--- src/hw/rtl/front_panel_response_deframer_assert.svh ---
// Assertion macros shared by the deframer modules.
// Each macro expects signals named clk and rst in the enclosing module.
`ifndef FRONT_PANEL_RESPONSE_DEFRAMER_ASSERT_SVH
`define FRONT_PANEL_RESPONSE_DEFRAMER_ASSERT_SVH

// Same-cycle implication, off during reset.
`define FPRD_ASSERT_NOW(label, ante, cons) \
  label: assert property (@(posedge clk) disable iff (rst) (ante) |-> (cons)) \
    else $error("deframer check failed");

// Next-cycle implication, off during reset.
`define FPRD_ASSERT_NEXT(label, ante, cons) \
  label: assert property (@(posedge clk) disable iff (rst) (ante) |=> (cons)) \
    else $error("deframer check failed");

`endif

--- src/hw/rtl/fprd_pkg.sv ---
// ----------------------------------------------------------------------------
// fprd_pkg
// Shared types, event id ranges and frame length lookup for the deframer.
// ----------------------------------------------------------------------------
`default_nettype none

package fprd_pkg;

  localparam int FPRD_QUEUE_DEPTH = 4;

  typedef enum logic [1:0] {
    KIND_KEY     = 2'd0,
    KIND_ANSWER  = 2'd1,
    KIND_UNKNOWN = 2'd2
  } kind_t;

  // Event id ranges
  localparam logic [7:0] ID_KEY_FIRST  = 8'he0;
  localparam logic [7:0] ID_KEY_LAST   = 8'he2;
  localparam logic [7:0] ID_WAKE_FIRST = 8'he3;
  localparam logic [7:0] ID_WAKE_LAST  = 8'he8;
  localparam logic [7:0] ID_DATE_FIRST = 8'he9;
  localparam logic [7:0] ID_DATE_LAST  = 8'heb;
  localparam logic [7:0] ID_MISC_FIRST = 8'hec;
  localparam logic [7:0] ID_MISC_LAST  = 8'hef;

  // Offset of the last byte within a frame (frame length minus one)
  localparam logic [3:0] LAST_OFS_SHORT = 4'd1;
  localparam logic [3:0] LAST_OFS_DATE  = 4'd5;
  localparam logic [3:0] LAST_OFS_WAKE  = 4'd11;
  localparam logic [3:0] LAST_OFS_NONE  = 4'd0;

  typedef struct packed {
    kind_t      kind;
    logic [7:0] data;
    logic [7:0] event_id;
    logic       frame_end;
  } result_t;

  // Last offset of the frame an id opens; LAST_OFS_NONE for unknown ids.
  function automatic logic [3:0] frame_last(input logic [7:0] id);
    logic [3:0] ofs;
    ofs = LAST_OFS_NONE;
    if (id >= ID_KEY_FIRST && id <= ID_KEY_LAST) ofs = LAST_OFS_SHORT;
    if (id >= ID_WAKE_FIRST && id <= ID_WAKE_LAST) ofs = LAST_OFS_WAKE;
    if (id >= ID_DATE_FIRST && id <= ID_DATE_LAST) ofs = LAST_OFS_DATE;
    if (id >= ID_MISC_FIRST && id <= ID_MISC_LAST) ofs = LAST_OFS_SHORT;
    return ofs;
  endfunction

  function automatic logic is_key_id(input logic [7:0] id);
    return (id >= ID_KEY_FIRST) && (id <= ID_KEY_LAST);
  endfunction

endpackage

`default_nettype wire

--- src/hw/rtl/front_panel_response_deframer.sv ---
// ----------------------------------------------------------------------------
// front_panel_response_deframer
// Splits the byte stream from a front-panel controller into key event bytes,
// answer payload bytes and dropped unknown ids.
//
// Input channel: in_valid / in_stall with rx_byte, one byte per transfer.
// Output channel: out_valid / out_stall with kind, data, event_id, frame_end.
// Each accepted byte gives zero or one result: key frames pass both bytes,
// answer frames pass odd-offset payload bytes (frame_end marks the ack), and
// an unknown id gives one kind-2 result and the next byte is read as an id.
// Results are registered in the queue and leave it in order of arrival.
// Throughput: one byte per cycle while the result queue has room; the queue
// holds QUEUE_DEPTH results, so the input stalls only after the receiver has
// held out_stall long enough to fill it.
// Reset: clears the frame tracking (waiting for an id) and empties the
// queue; out_valid is low after reset.
// ----------------------------------------------------------------------------
`default_nettype none

module front_panel_response_deframer
  import fprd_pkg::*;
#(
  parameter int QUEUE_DEPTH = FPRD_QUEUE_DEPTH
) (
  input  wire logic       clk,
  input  wire logic       rst,
  input  wire logic       in_valid,
  output logic            in_stall,
  input  wire logic [7:0] rx_byte,
  output logic            out_valid,
  input  wire logic       out_stall,
  output logic [1:0]      kind,
  output logic [7:0]      data,
  output logic [7:0]      event_id,
  output logic            frame_end
);

  logic    q_full;
  logic    push;
  result_t push_data;
  result_t head;

  fprd_front u_front (
    .clk       (clk),
    .rst       (rst),
    .in_valid  (in_valid),
    .in_stall  (in_stall),
    .rx_byte   (rx_byte),
    .q_full    (q_full),
    .push      (push),
    .push_data (push_data)
  );

  fprd_queue #(
    .Depth (QUEUE_DEPTH)
  ) u_queue (
    .clk       (clk),
    .rst       (rst),
    .push      (push),
    .push_data (push_data),
    .full      (q_full),
    .out_valid (out_valid),
    .out_stall (out_stall),
    .head      (head)
  );

  assign kind      = head.kind;
  assign data      = head.data;
  assign event_id  = head.event_id;
  assign frame_end = head.frame_end;

endmodule

`default_nettype wire

--- src/hw/rtl/fprd_front.sv ---
// ----------------------------------------------------------------------------
// fprd_front
// Accepts received bytes, tracks the frame position and classifies each byte
// into a result that is pushed into the result queue.
// ----------------------------------------------------------------------------
`default_nettype none

module fprd_front
  import fprd_pkg::*;
(
  input  wire logic       clk,
  input  wire logic       rst,
  input  wire logic       in_valid,
  output logic            in_stall,
  input  wire logic [7:0] rx_byte,
  input  wire logic       q_full,
  output logic            push,
  output result_t         push_data
);

  `include "front_panel_response_deframer_assert.svh"

  typedef enum logic [1:0] {
    ST_ID   = 2'b01,
    ST_BODY = 2'b10
  } state_t;

  state_t     state, state_next;
  logic [7:0] frame_id, frame_id_next;
  logic [3:0] byte_pos, byte_pos_next;

  logic       accept;
  logic [3:0] id_last_ofs;
  logic [3:0] cur_last_ofs;
  logic       last_byte;

  assign in_stall     = q_full;
  assign accept       = in_valid && !q_full;
  assign id_last_ofs  = frame_last(rx_byte);
  assign cur_last_ofs = frame_last(frame_id);
  // Positions at or past the last offset close the frame
  assign last_byte    = byte_pos >= cur_last_ofs;

  always_comb begin
    state_next    = state;
    frame_id_next = frame_id;
    byte_pos_next = byte_pos;
    push          = 1'b0;
    push_data     = '{kind: KIND_KEY, data: rx_byte, event_id: frame_id, frame_end: 1'b0};
    case (state)
      ST_ID: begin
        push_data.event_id = rx_byte;
        if (accept) begin
          if (id_last_ofs == LAST_OFS_NONE) begin
            // drop unknown id, stay waiting for an id
            push           = 1'b1;
            push_data.kind = KIND_UNKNOWN;
          end else begin
            state_next    = ST_BODY;
            frame_id_next = rx_byte;
            byte_pos_next = 4'd1;
            push          = is_key_id(rx_byte);
          end
        end
      end
      ST_BODY: begin
        push_data.frame_end = last_byte;
        if (!is_key_id(frame_id)) begin
          push_data.kind = KIND_ANSWER;
        end
        if (accept) begin
          // answers drop tag bytes at even offsets
          push = is_key_id(frame_id) || byte_pos[0] || last_byte;
          if (last_byte) begin
            state_next    = ST_ID;
            byte_pos_next = 4'd0;
          end else begin
            byte_pos_next = byte_pos + 4'd1;
          end
        end
      end
      default: begin
        state_next    = ST_ID;
        byte_pos_next = 4'd0;
      end
    endcase
  end

  always_ff @(posedge clk) begin
    if (rst) begin
      state    <= ST_ID;
      frame_id <= 8'd0;
      byte_pos <= 4'd0;
    end else begin
      state    <= state_next;
      frame_id <= frame_id_next;
      byte_pos <= byte_pos_next;
    end
  end

  `FPRD_ASSERT_NOW(a_body_pos_nonzero, state == ST_BODY, byte_pos != 4'd0)
  `FPRD_ASSERT_NOW(a_body_id_known, state == ST_BODY, cur_last_ofs != LAST_OFS_NONE)
  `FPRD_ASSERT_NOW(a_unknown_no_end, push && push_data.kind == KIND_UNKNOWN,
                   !push_data.frame_end && state == ST_ID)

endmodule

`default_nettype wire

--- src/hw/rtl/fprd_queue.sv ---
// ----------------------------------------------------------------------------
// fprd_queue
// Small result queue between the classifier and the output channel; its head
// entry drives the output payload.
// ----------------------------------------------------------------------------
`default_nettype none

module fprd_queue
  import fprd_pkg::*;
#(
  parameter int Depth = FPRD_QUEUE_DEPTH
) (
  input  wire logic    clk,
  input  wire logic    rst,
  input  wire logic    push,
  input  wire result_t push_data,
  output logic         full,
  output logic         out_valid,
  input  wire logic    out_stall,
  output result_t      head
);

  `include "front_panel_response_deframer_assert.svh"

  localparam int AW = (Depth > 1) ? $clog2(Depth) : 1;
  localparam int CW = $clog2(Depth + 1);

  result_t        entries [Depth];
  logic [AW-1:0]  wr_ptr;
  logic [AW-1:0]  rd_ptr;
  logic [CW-1:0]  count;
  logic           pop;

  assign full      = count == CW'(Depth);
  assign out_valid = count != '0;
  assign pop       = out_valid && !out_stall;
  assign head      = entries[rd_ptr];

  always_ff @(posedge clk) begin
    if (push) begin
      entries[wr_ptr] <= push_data;
    end
  end

  always_ff @(posedge clk) begin
    if (rst) begin
      wr_ptr <= '0;
      rd_ptr <= '0;
      count  <= '0;
    end else begin
      if (push) begin
        wr_ptr <= (wr_ptr == AW'(Depth - 1)) ? '0 : wr_ptr + 1'b1;
      end
      if (pop) begin
        rd_ptr <= (rd_ptr == AW'(Depth - 1)) ? '0 : rd_ptr + 1'b1;
      end
      if (push && !pop) begin
        count <= count + 1'b1;
      end else if (pop && !push) begin
        count <= count - 1'b1;
      end
    end
  end

  `FPRD_ASSERT_NOW(a_no_push_full, full, !push)
  `FPRD_ASSERT_NOW(a_count_bound, 1'b1, count <= CW'(Depth))
  `FPRD_ASSERT_NEXT(a_pop_drains, pop && !push, count == $past(count) - 1'b1)

endmodule

`default_nettype wire

--- config.mk ---
export PLATFORM = sky130hd
export DESIGN_NAME = front_panel_response_deframer
export DESIGN_NICKNAME = d
export VERILOG_FILES = /design/src/hw/rtl/fprd_pkg.sv /design/src/hw/rtl/front_panel_response_deframer.sv /design/src/hw/rtl/fprd_front.sv /design/src/hw/rtl/fprd_queue.sv
export VERILOG_INCLUDE_DIRS = /design/src /design/src/hw/rtl
export SDC_FILE = /design/constraint.sdc
export NUM_CORES = 1
export LEC_CHECK = 0
export ABC_AREA = 1
export BUFFER_PORTS_ARGS = -buffer_cell sky130_fd_sc_hd__buf_2
export CAP_MARGIN = 15
export CORE_MARGIN = 8
export CORE_UTILIZATION = 54
export DETAILED_ROUTE_END_ITERATION = 10
export PLACE_DENSITY = 0.76
export SLEW_MARGIN = 10
export SYNTH_ARGS = -nofsm -noshare
export SYNTH_HDL_FRONTEND = slang
export SYNTH_SLANG_ARGS = --single-unit
--- constraint.sdc ---
create_clock -name clk -period 2.7 [get_ports clk]
set_input_delay 0.405 -clock clk [delete_from_list [all_inputs] [get_ports clk]]
set_output_delay 0.405 -clock clk [all_outputs]
set_load 0.03 [all_outputs]
Yosys cells after proc, flatten, opt, wreduce, memory -nomap -nowiden --
Memories as Yosys holds them, arrays and structs flattened. A register that Yosys moved wholly into a read port is not among the register bits. Cells that the tools add are included.
Operators by class: multiplexer cells 36, equal/unequal tests 9, bitwise operators 1, reductions and logical operators 24, magnitude comparators 17, $add $sub $neg 5
Operators by type and width (number):
- 8-bit greater-or-equal comparator, second input constant | 8
- 8-bit <= comparator, second input constant | 8
- 4-bit two-way mux | 10
- 2-bit two-way mux | 10
- 1-bit logical AND | 12
- 1-bit two-way mux | 9
- 8-bit two-way mux | 1
- 2-bit case mux with 2 select lines | 2
- 4-bit case mux with 2 select lines | 1
- 2-bit equality test, second input constant | 3
- 3-bit two-way mux | 2
- 2-bit by 1-bit != test with 1-bit output, second input constant | 3
- 3-bit AND reduction | 2
- 2-bit by 1-bit adder with 2-bit output, second input constant | 2
- 4-bit by 1-bit adder with 4-bit output, second input constant | 1
- 4-bit greater-or-equal comparator | 1
- 1-bit logical NOT | 4
- 4-bit logical NOT | 1
- 4-bit AND reduction | 1
- 3-bit by 1-bit adder with 3-bit output, second input constant | 1
- 3-bit equality test, second input constant | 1
- 3-bit nonzero test | 1
- 3-bit by 1-bit subtractor with 3-bit output, second input constant | 1
- 2-bit by 1-bit equality test with 1-bit output, second input constant | 1
- other kinds (5) | 6
Word-level totals: output and inout bits 21, memories kept 1, register bits after elaboration 21, bits in writable memories 76
Memories:
- u_queue.entries | words 4, bits a word 19, read ports 1, clocked after memory_dff 1, write ports 1, line fprd_queue.sv:28 | result_t entries [Depth];

Longest topological paths before layout --
Gate-level depths: netlist (run 1).
depth after elaboration 14, depth in mapped cells 21, gate-level depth less buffers 21

Hierarchy --
A second synthesis (run 1) with hierarchy kept.
Second synthesis, totals: cells, all modules 393, area, all modules 4300.4 um^2
By module, submodules not included:
- fprd_queue | cells an instance 249, times used 1, area each 3337.0 um^2
- fprd_front | cells an instance 144, times used 1, area each 963.4 um^2

Worst setup path before layout (run 1) --
OpenSTA, ideal clock, no wires.
kind register to register, start reg u_front.frame_id[7], end mem u_queue.entries[0][0] (netlist bit), enable pin, path buffers 0, clock period less this slack 2.795 ns, library setup time 0.395 ns, data required time 2.305 ns, cell stages (with the launch flop) 15, path slack -0.095 ns, data arrival time 2.400 ns, cells stage by stage dfxtp_1 > inv_1 > nor3_1 > nand2_1 > inv_1 > nand3b_1 > ha_1 > nand2_1 > inv_1 > nand2_1 > nand3_1 > inv_1 > nand3_1 > nand2_4 > nor2_1
Between the ends: word-level cells in the longest chain between the ends 12, elaborated cells on any way between the ends 23, those cells by class 9 x order compare; 8 x mux; 6 x reduce/logical
Ends and longest elaborated chain:
- from (decl) | line fprd_front.sv:29 | logic [7:0] frame_id, frame_id_next;
- from (signal assigned) | line fprd_front.sv:96 | frame_id <= frame_id_next;
- 8-bit greater-or-equal comparator / 8-bit <= comparator (equally long branches) | line fprd_pkg.sv:44, fprd_pkg.sv:52
- 1-bit logical AND | line fprd_pkg.sv:44, fprd_pkg.sv:52
- 1-bit two-way mux | line fprd_pkg.sv:44 | if (id >= ID_KEY_FIRST && id <= ID_KEY_LAST) ofs = LAST_OFS_SHORT;
- 4-bit two-way mux | line fprd_pkg.sv:45 | if (id >= ID_WAKE_FIRST && id <= ID_WAKE_LAST) ofs = LAST_OFS_WAKE;
- 4-bit two-way mux | line fprd_pkg.sv:46 | if (id >= ID_DATE_FIRST && id <= ID_DATE_LAST) ofs = LAST_OFS_DATE;
- 4-bit two-way mux | line fprd_pkg.sv:47 | if (id >= ID_MISC_FIRST && id <= ID_MISC_LAST) ofs = LAST_OFS_SHORT;
- 4-bit greater-or-equal comparator | line fprd_front.sv:42 | assign last_byte = byte_pos >= cur_last_ofs;
- 1-bit logical OR * | line fprd_front.sv:73 | push = is_key_id(frame_id) || byte_pos[0] || last_byte;
- 1-bit two-way mux * | line fprd_front.sv:71 | if (accept) begin
- 1-bit case mux with 2 select lines * | line fprd_front.sv:50 | case (state)
- 1-bit two-way mux * | line fprd_queue.sv:40 | if (push) begin
- 1-bit two-way mux (implied by the code) * | line fprd_queue.sv:41 | entries[wr_ptr] <= push_data;
- to (decl) | line fprd_queue.sv:28
Every way passes the cells marked *; elsewhere a longest branch is shown, timed or not.

Final worst setup path (run 1) --
start reg u_front.frame_id[6], end reg u_front.byte_pos[2]
Between the ends: word-level cells in the longest chain between the ends 10, elaborated cells on any way between the ends 20, those cells by class 9 x order compare; 7 x mux; 4 x reduce/logical
Ends and longest elaborated chain:
- 8-bit greater-or-equal comparator / 8-bit <= comparator (equally long branches) | line fprd_pkg.sv:44
- 1-bit logical AND | line fprd_pkg.sv:44
- 1-bit two-way mux | line fprd_pkg.sv:44
- 4-bit two-way mux | line fprd_pkg.sv:45
- 4-bit two-way mux | line fprd_pkg.sv:46
- 4-bit two-way mux * | line fprd_pkg.sv:47
- 4-bit greater-or-equal comparator * | line fprd_front.sv:42
- 4-bit two-way mux * | line fprd_front.sv:74 | if (last_byte) begin
- 4-bit two-way mux * | line fprd_front.sv:71
- 4-bit case mux with 2 select lines * | line fprd_front.sv:50
- to (signal assigned) | line fprd_front.sv:97 | byte_pos <= byte_pos_next;
- to (decl) | line fprd_front.sv:30 | logic [3:0] byte_pos, byte_pos_next;
Every way passes the cells marked *; elsewhere a longest branch is shown, timed or not. The select of a mux whose other input is x is not followed. A chain may end at the register's enable or synchronous reset.

==> impl_metrics.tcl, run 1 <==
set metrics [dict create \
    post-route-period-util_pct 101 \
    peakVddDrop_mv 0.702 \
    synth_commonest_cells "edfxtp_1 (76), nor2_1 (65), o21ai_0 (55), nand2_1 (46), inv_1 (36)" \
    wl_per_cell_um 15.9 \
    htreeDepth 3 \
    cpMostUsedCell "buf_4" \
    cpPeakStageDelay_ns 0.33 \
    clkSinkCount 99 \
    synth_edf_count 76 \
    n_antenna_cell 0 \
    drive_gt1_share_pct 28.5 \
    crit_arrival_ns 3.01 \
    syn_nets 425 \
    reg2reg_to "u_front.byte_pos[2]" \
    worstReg2RegStart "u_front.frame_id[6]" \
    die_y_um 105 \
    vias_per_cell 5.38 \
    violations "negative setup slack" \
    overflow 0 \
    worstHoldPathCells 2 \
    status "complete, but fails checks" \
    dieWidth_um 105 \
    ys_ff_latch 99 \
    drt-total-wl_um 9130 \
    power_leakage_nw 2.04 \
    io_pins 33 \
    dr.pass1.iters 5 \
    fillers 586 \
    initial_core_util_pct 55.6 \
    coreArea_um2 7690 \
    vias 3094 \
    drtIter0Drc 225 \
    syn_avg_cell_area_um2 10.7 \
    dieArea_um2 11000 \
    hold_end "u_front.frame_id[5]" \
    startpoint_type "register" \
    cts_tree "done" \
    crit_type "reg -> reg" \
    synthesis.area_um2 4270 \
    grt_usage_pct 16.6 \
    yosysWarningCount 0 \
    ys_seq_area_share_pct 64.2 \
    max_freq_mhz 366 \
    crit_fanout 2 \
    ant_nets 0 \
    hold_viol_final 0 \
    grt_pass1_wl_um 14500 \
    worstMarginPinSlew_ns 0.600 \
    clock_skew_ns 0.0111 \
    yosysMostFrequentCell "edfxtp_1" \
    hp-class "in -> reg" \
    max_slew_margin_pct 59.9 \
    yosys.area.top_type_share_pct 53.4 \
    clk_latency_ns 0.37 \
    worstRegToRegCells 22 \
    async_reset_ff_share_pct 0 \
    yosysTopAreaCell "edfxtp_1" \
    min_from "rst" \
    numPortBuffers 32 \
    drv_slew 0 \
    setup_viol 9 \
    num_rows 32 \
    cts_root_buf "clkbuf_8" \
    grt_pass1_vias 3007 \
    grt_setup_unrepaired "yes" \
    drc 0 \
    detailed_place_hpwl_um 5520 \
    syn_to_final_growth_pct 19.9 \
    p_per_area_nw_per_um2 850 \
    fin_area_um2 5120 \
    clk_pin_slew_ns 0.10 \
    required_ns 2.98 \
    crit_path_end_kind "register" \
    cts_buffers 9 \
    placed_cell_area_um2 4660 \
    rrSetupSlack_ns -0.03 \
    synth_cell_types 31 \
    slowest_stage "dfxtp_2" \
    grt_max_degree 39 \
    worstPathCellList "inv_2 > nor3_4 > nand2_1 > inv_1 > nand3b_1 > ha_4 > nand2_1 > inv_1 > nand2_2 > nand3_2 > inv_2 > buf_4 > buf_4 > buf_4 > buf_4 > buf_4 > buf_4 > buf_4 > nand3_1 > nand2_2 > inv_2 > nor2_1" \
    finalWorstSetupSlack_ns -0.0294 \
    antenna_found_initial 0 \
    place.gp.congestion 0.867 \
    fin_hold_ws_ns 0.275 \
    clock_path_buffers 2 \
    synth_area_leaders "edfxtp_1 (53%), dfxtp_1 (11%), o21ai_0 (6.4%)" \
    synth_cells 399 \
    maxCapViolations 0 \
    min_period_ns 2.73 \
    yosys_most_used_dff "edfxtp_1" \
    nNetsFinal 494 \
]
## sequential cells by signal, summed over array words and instances (netlist names), named ones only
name	cells
u_queue.entries	76
u_front.frame_id	8
u_front.byte_pos	4
u_queue.count	3
u_front.state	2
u_queue.rd_ptr	2
u_queue.wr_ptr	2
## worst max path at each step
stage | from | endpoint | slack [ns]
finish | u_front.frame_id[6] | u_front.byte_pos[2] | -0.03
global route | u_front.frame_id[6] | u_queue.count[1] | -0.18
CTS | u_front.frame_id[5] | u_queue.count[2] | -0.01
detailed placement | u_front.frame_id[7] | u_queue.count[2] | -0.15
global placement | u_front.frame_id[7] | u_queue.count[2] | -0.02
floorplan | u_front.frame_id[7] | u_queue.entries[0][0] | -0.06
## layout make-up
type,instances,area [um^2],share of cell area [%]
sequential,99,2750,53.6
multi-input combinational,243,1380,26.9
timing repair buffer,72,523,10.2
inverter,43,166,3.25
clock buffer,10,128,2.49
tap,102,128,2.49
clock inverter,6,51.3,1.00
## cells by family (layout without fill, tap and decap cells)
logic type	Yosys count	after routing	synth area share (%)
AO/OA/AOI/OAI	91	91	11.8
adder cells (fa/ha/maj)	14	14	4.28
buffers and inverters	57	131	5.51
flip-flops	99	99	64.2
AND/OR/NAND/NOR	138	138	14.2
## per-stage QoR
step	TNS, ns	util (%)	total power, mW	setup slack, ns	instances
6_report	-0.202	66.6	4.35	-0.0294	575
5_1_grt	-1.46	66.6	4.59	-0.175	575
4_1_cts	-0.0118	65.9	4.32	-0.0118	577
3_5_place_dp	-0.289	60.6	3.42	-0.150	535
3_3_place_gp	-0.0176	60.6	3.37	-0.0176	535
2_1_floorplan	-4.45	-	2.96	-0.0585	399
## timing repair
action | in CTS | in global routing
endpoints found under the setup margin | 2 | 88
gates cloned | 0 | 1
hold buffers | 0 | 0
setup buffers | 26 | 1
gates resized for setup | 14 | 21
pin swaps | 11 | 20
## power breakdown
part | switching (mW) | internal [mW]
registers | 0.0682 | 1.83
logic | 1.09 | 0.495
clock network | 0.523 | 0.344
total | 1.68 | 2.67
## metal layers
metal / vias up / global-route usage, % / routed length [um] / part of all wire (%)
met3: 16 / 4.98 / 565 / 6.2
li1: 1509 / - / - / -
met5: - / 0 / 0 / 0
met4: 0 / 7.34 / 195 / 2.1
met1: 1485 / 19.6 / 3860 / 42
met2: 84 / 27.5 / 4510 / 49
## cell usage in the layout (no fill, tap or decap), types with 2 or more instances in the layout
master | Yosys | routed
nor3_1 | 3 | 2
a21oi_2 | 1 | 3
nand2_1 | 46 | 42
buf_12 | 0 | 3
nand2_2 | 3 | 7
clkbuf_8 | 1 | 9
a21oi_1 | 12 | 10
inv_4 | 1 | 2
buf_4 | 0 | 34
edfxtp_1 | 76 | 76
nor2_2 | 2 | 5
buf_6 | 0 | 2
dfxtp_1 | 23 | 20
ha_1 | 13 | 11
o21ai_1 | 0 | 2
dfxtp_2 | 0 | 3
nand3_1 | 9 | 7
o22ai_1 | 19 | 19
buf_2 | 4 | 32
nor2_1 | 65 | 61
nor3_4 | 1 | 2
inv_2 | 6 | 12
nand3_2 | 1 | 3
nand4_1 | 3 | 3
nand2_4 | 3 | 3
inv_1 | 36 | 29
ha_4 | 0 | 2
clkinvlp_4 | 0 | 3
o21ai_2 | 1 | 2
o21ai_0 | 55 | 52
clkinv_4 | 0 | 2
## critical path: cells and delay by family, from the launching register on
family	cells	cell delay, ns
AND/OR/NAND/NOR	9	0.83
buffers and inverters	12	1.16
adder cells (fa/ha/maj)	1	0.32
flip-flops	1	0.33
No activity file was read; power rests on OpenSTA's default activity.
==> inputs of run 2 (changes only) <==
--- a/config.mk
+++ b/config.mk
@@ -6,14 +6,14 @@
 export SDC_FILE = /design/constraint.sdc
 export NUM_CORES = 1
 export LEC_CHECK = 0
-export ABC_AREA = 1
 export BUFFER_PORTS_ARGS = -buffer_cell sky130_fd_sc_hd__buf_2
 export CAP_MARGIN = 15
 export CORE_MARGIN = 8
-export CORE_UTILIZATION = 54
+export CORE_UTILIZATION = 53
 export DETAILED_ROUTE_END_ITERATION = 10
-export PLACE_DENSITY = 0.76
+export PLACE_DENSITY = 0.75
 export SLEW_MARGIN = 10
 export SYNTH_ARGS = -nofsm -noshare
 export SYNTH_HDL_FRONTEND = slang
+export SYNTH_HIERARCHICAL = 1
 export SYNTH_SLANG_ARGS = --single-unit
==> run 2 against run 1 <==
Against the previous run:
- the flow still finishes with violations (negative setup slack)
- first-iteration DRC count is 26% lower
- non-clock buffer count is 5 lower
- power is 5.1% higher
- combinational power is 4% higher
- highest routed layer unchanged
- sequential cell count stayed put
- global-route usage is 2.7 points lower
- synthesized cell count is 36% lower
- critical path depth is 9 lower
- critical path type unchanged
==> impl_metrics.tcl, run 2 <==
set metrics [dict create \
    clock_path_buffers 2 \
    crit_arrival_ns 3.21 \
    worstRegToRegCells 13 \
    hold_viol_final 0 \
    ant_nets 0 \
    power_leakage_nw 1.83 \
    dr.pass1.iters 4 \
    initial_core_util_pct 54.7 \
    yosysTopAreaCell "edfxtp_1" \
    max_slew_margin_pct 54.3 \
    cts_tree "done" \
    antenna_found_initial 0 \
    routed-wl-met2_um 4470 \
    io_pins 33 \
    detailed_place_hpwl_um 4990 \
    path_delay_family "simple AND/OR/NAND/NOR gates" \
    critPathBufInv 1 \
    drv_slew 0 \
    syn_to_final_growth_pct 20.3 \
    setup_viol 78 \
    clock_skew_ns 0.0108 \
    cts_root_buf "clkbuf_8" \
    place.gp.congestion 0.842 \
    vias 2441 \
    drc 0 \
    min_period_ns 2.93 \
    regMostFlops "u_queue/entries" \
    vias_per_cell 5.73 \
    crit_path_end_kind "register" \
    syn_nets 283 \
    yosysMostFrequentCell "edfxtp_1" \
    clkSinkCount 99 \
    yosys_most_used_dff "edfxtp_1" \
    ys_ff_latch 99 \
    num_rows 32 \
    grt_pass1_wl_um 12000 \
    drtIter0Drc 167 \
    worstMarginPinSlew_ns 0.685 \
    cpPeakStageDelay_ns 0.50 \
    synth_cell_types 43 \
    slowest_stage "or4b_1" \
    grt_max_degree 23 \
    violations "negative setup slack" \
    synth_area_leaders "edfxtp_1 (54%), dfxtp_1 (11%), mux4_1 (5.6%)" \
    synth_commonest_cells "edfxtp_1 (76), dfxtp_1 (23), nor2_1 (20), ha_1 (13), mux4_2 (10)" \
    crit_fanout 4 \
    p_total_mw 4.57 \
    die_y_um 105 \
    yosys.area.top_type_share_pct 54.0 \
    dieArea_um2 11100 \
    n_antenna_cell 0 \
    dr_wl_met3_um 586 \
    peakVddDrop_mv 0.517 \
    crit_type "reg -> reg" \
    clk_pin_slew_ns 0.10 \
    drt-total-wl_um 8830 \
    required_ns 2.98 \
    grt_setup_unrepaired "yes" \
    final_common_cell "edfxtp_1" \
    finalWorstSetupSlack_ns -0.231 \
    coreArea_um2 7730 \
    routed.top_layer "met4" \
    largest_register_ff_count 76 \
    status "complete, but fails checks" \
    drive_gt1_share_pct 38.3 \
    synth_cells 257 \
    hp-class "in -> reg" \
    clk_latency_ns 0.36 \
    maxCapViolations 0 \
    ys_seq_area_share_pct 64.9 \
    htreeDepth 3 \
    hold_buffers 0 \
    grt_usage_pct 13.9 \
    yosysWarningCount 6 \
    grt_pass1_vias 2434 \
    async_reset_ff_share_pct 0 \
    pre_cts_ws_ns -0.167 \
    worstPathCellList "and4b_2 > o2111ai_2 > ha_2 > or4b_1 > a21o_2 > nand2_2 > a31oi_4 > ha_4 > inv_2 > fa_2 > xor2_1 > or3_1 > a21oi_1" \
    cts_buffers 9 \
    final_cell_mix "edfxtp_1 (76), buf_2 (32), buf_4 (22)" \
    max_freq_mhz 341 \
    numPortBuffers 32 \
    startpoint_type "register" \
    utilization_pct 65.8 \
    worstHoldPathCells 1 \
    synth_edf_count 76 \
    wl_per_cell_um 20.7 \
    m1WireLength_um 3640 \
    syn_avg_cell_area_um2 16.4 \
    dieWidth_um 105 \
    fillers 505 \
    top_regs "u_queue/entries: 76 flops, u_front/frame_id: 8 flops, u_front/byte_pos: 4 flops" \
    nNetsFinal 345 \
    post-route-period-util_pct 109 \
    p_per_area_nw_per_um2 900 \
    overflow 0 \
    cp.depth 13 \
    synthesis.area_um2 4220 \
]
[run 2: changes by cell type after synthesis, moves of 10 or more]
cell,change
inv_1,-28
o21ai_0,-48
mux4_2,+10
o22ai_1,-19
nor2_1,-45
nand2_1,-41
[run 2: final cells by class]
class                   instances  area [um^2]  share of cell area, %
clock buffers                   9          124                   2.44
clock inverters                 7         72.6                   1.43
inverters                       8         30.0                  0.591
multi-input cells             134         1400                   27.6
flip-flops and latches         99         2750                   54.1
well taps                     102          128                   2.51
repair buffers                 67          576                   11.3
[run 2: cells by family after synthesis]
| group | synth area share (%) |
|---|---|
| AO/OA/AOI/OAI | 4.41 |
| XOR/XNOR | 0.415 |
| adder cells (fa/ha/maj) | 4.32 |
| buffers and inverters | 3.58 |
| flip-flops | 64.9 |
| multiplexers | 14.5 |
| AND/OR/NAND/NOR | 7.88 |
[run 2: timing repair]
action / CTS / global route
buffers inserted: 2 / 3
gates resized for setup: 3 / 13
endpoints found under the setup margin: 2 / 78
gates cloned: 0 / 9
pin swaps: 3 / 9
[run 2: through the flow]
| step | TNS, ns | std cells | area, um^2 | hold WS (ns) |
|---|---|---|---|---|
| final | -5.50 | 426 | 5080 | 0.288 |
| after global routing | -9.51 | 426 | 5080 | 0.276 |
| after CTS | -0.286 | 414 | 4860 | 0.278 |
| after detailed placement | -0.326 | 396 | 4640 | 0.493 |
| after global placement | -0.127 | 396 | 4640 | 0.482 |
| after floorplan | -0.132 | 257 | 4270 | 0.451 |
[run 2: per-layer routing]
metal  up-vias  global-route usage (%)
li1       1123                       -
met1      1210                    16.3
met2        93                    23.4
met3        15                    4.26
met4         0                    5.61
met5         -                       0
[run 2: path summary, 6_finish.rpt]
kind	start	endpoint	slack (ns)
setup / recovery	u_front/frame_id[4]	u_queue/count[2]	-0.23
hold / removal	rx_byte[7]	u_queue/entries[2][16]	0.29
setup reg to reg	u_front/frame_id[4]	u_queue/count[2]	-0.23
hold reg to reg	u_front/state[1]	u_front/state[1]	0.50
[run 2: report_power, final]
part	switching (mW)	leakage, nW	internal [mW]
clock network	0.543	0.0962	0.360
logic	0.961	0.848	0.677
registers	0.0881	0.889	1.95
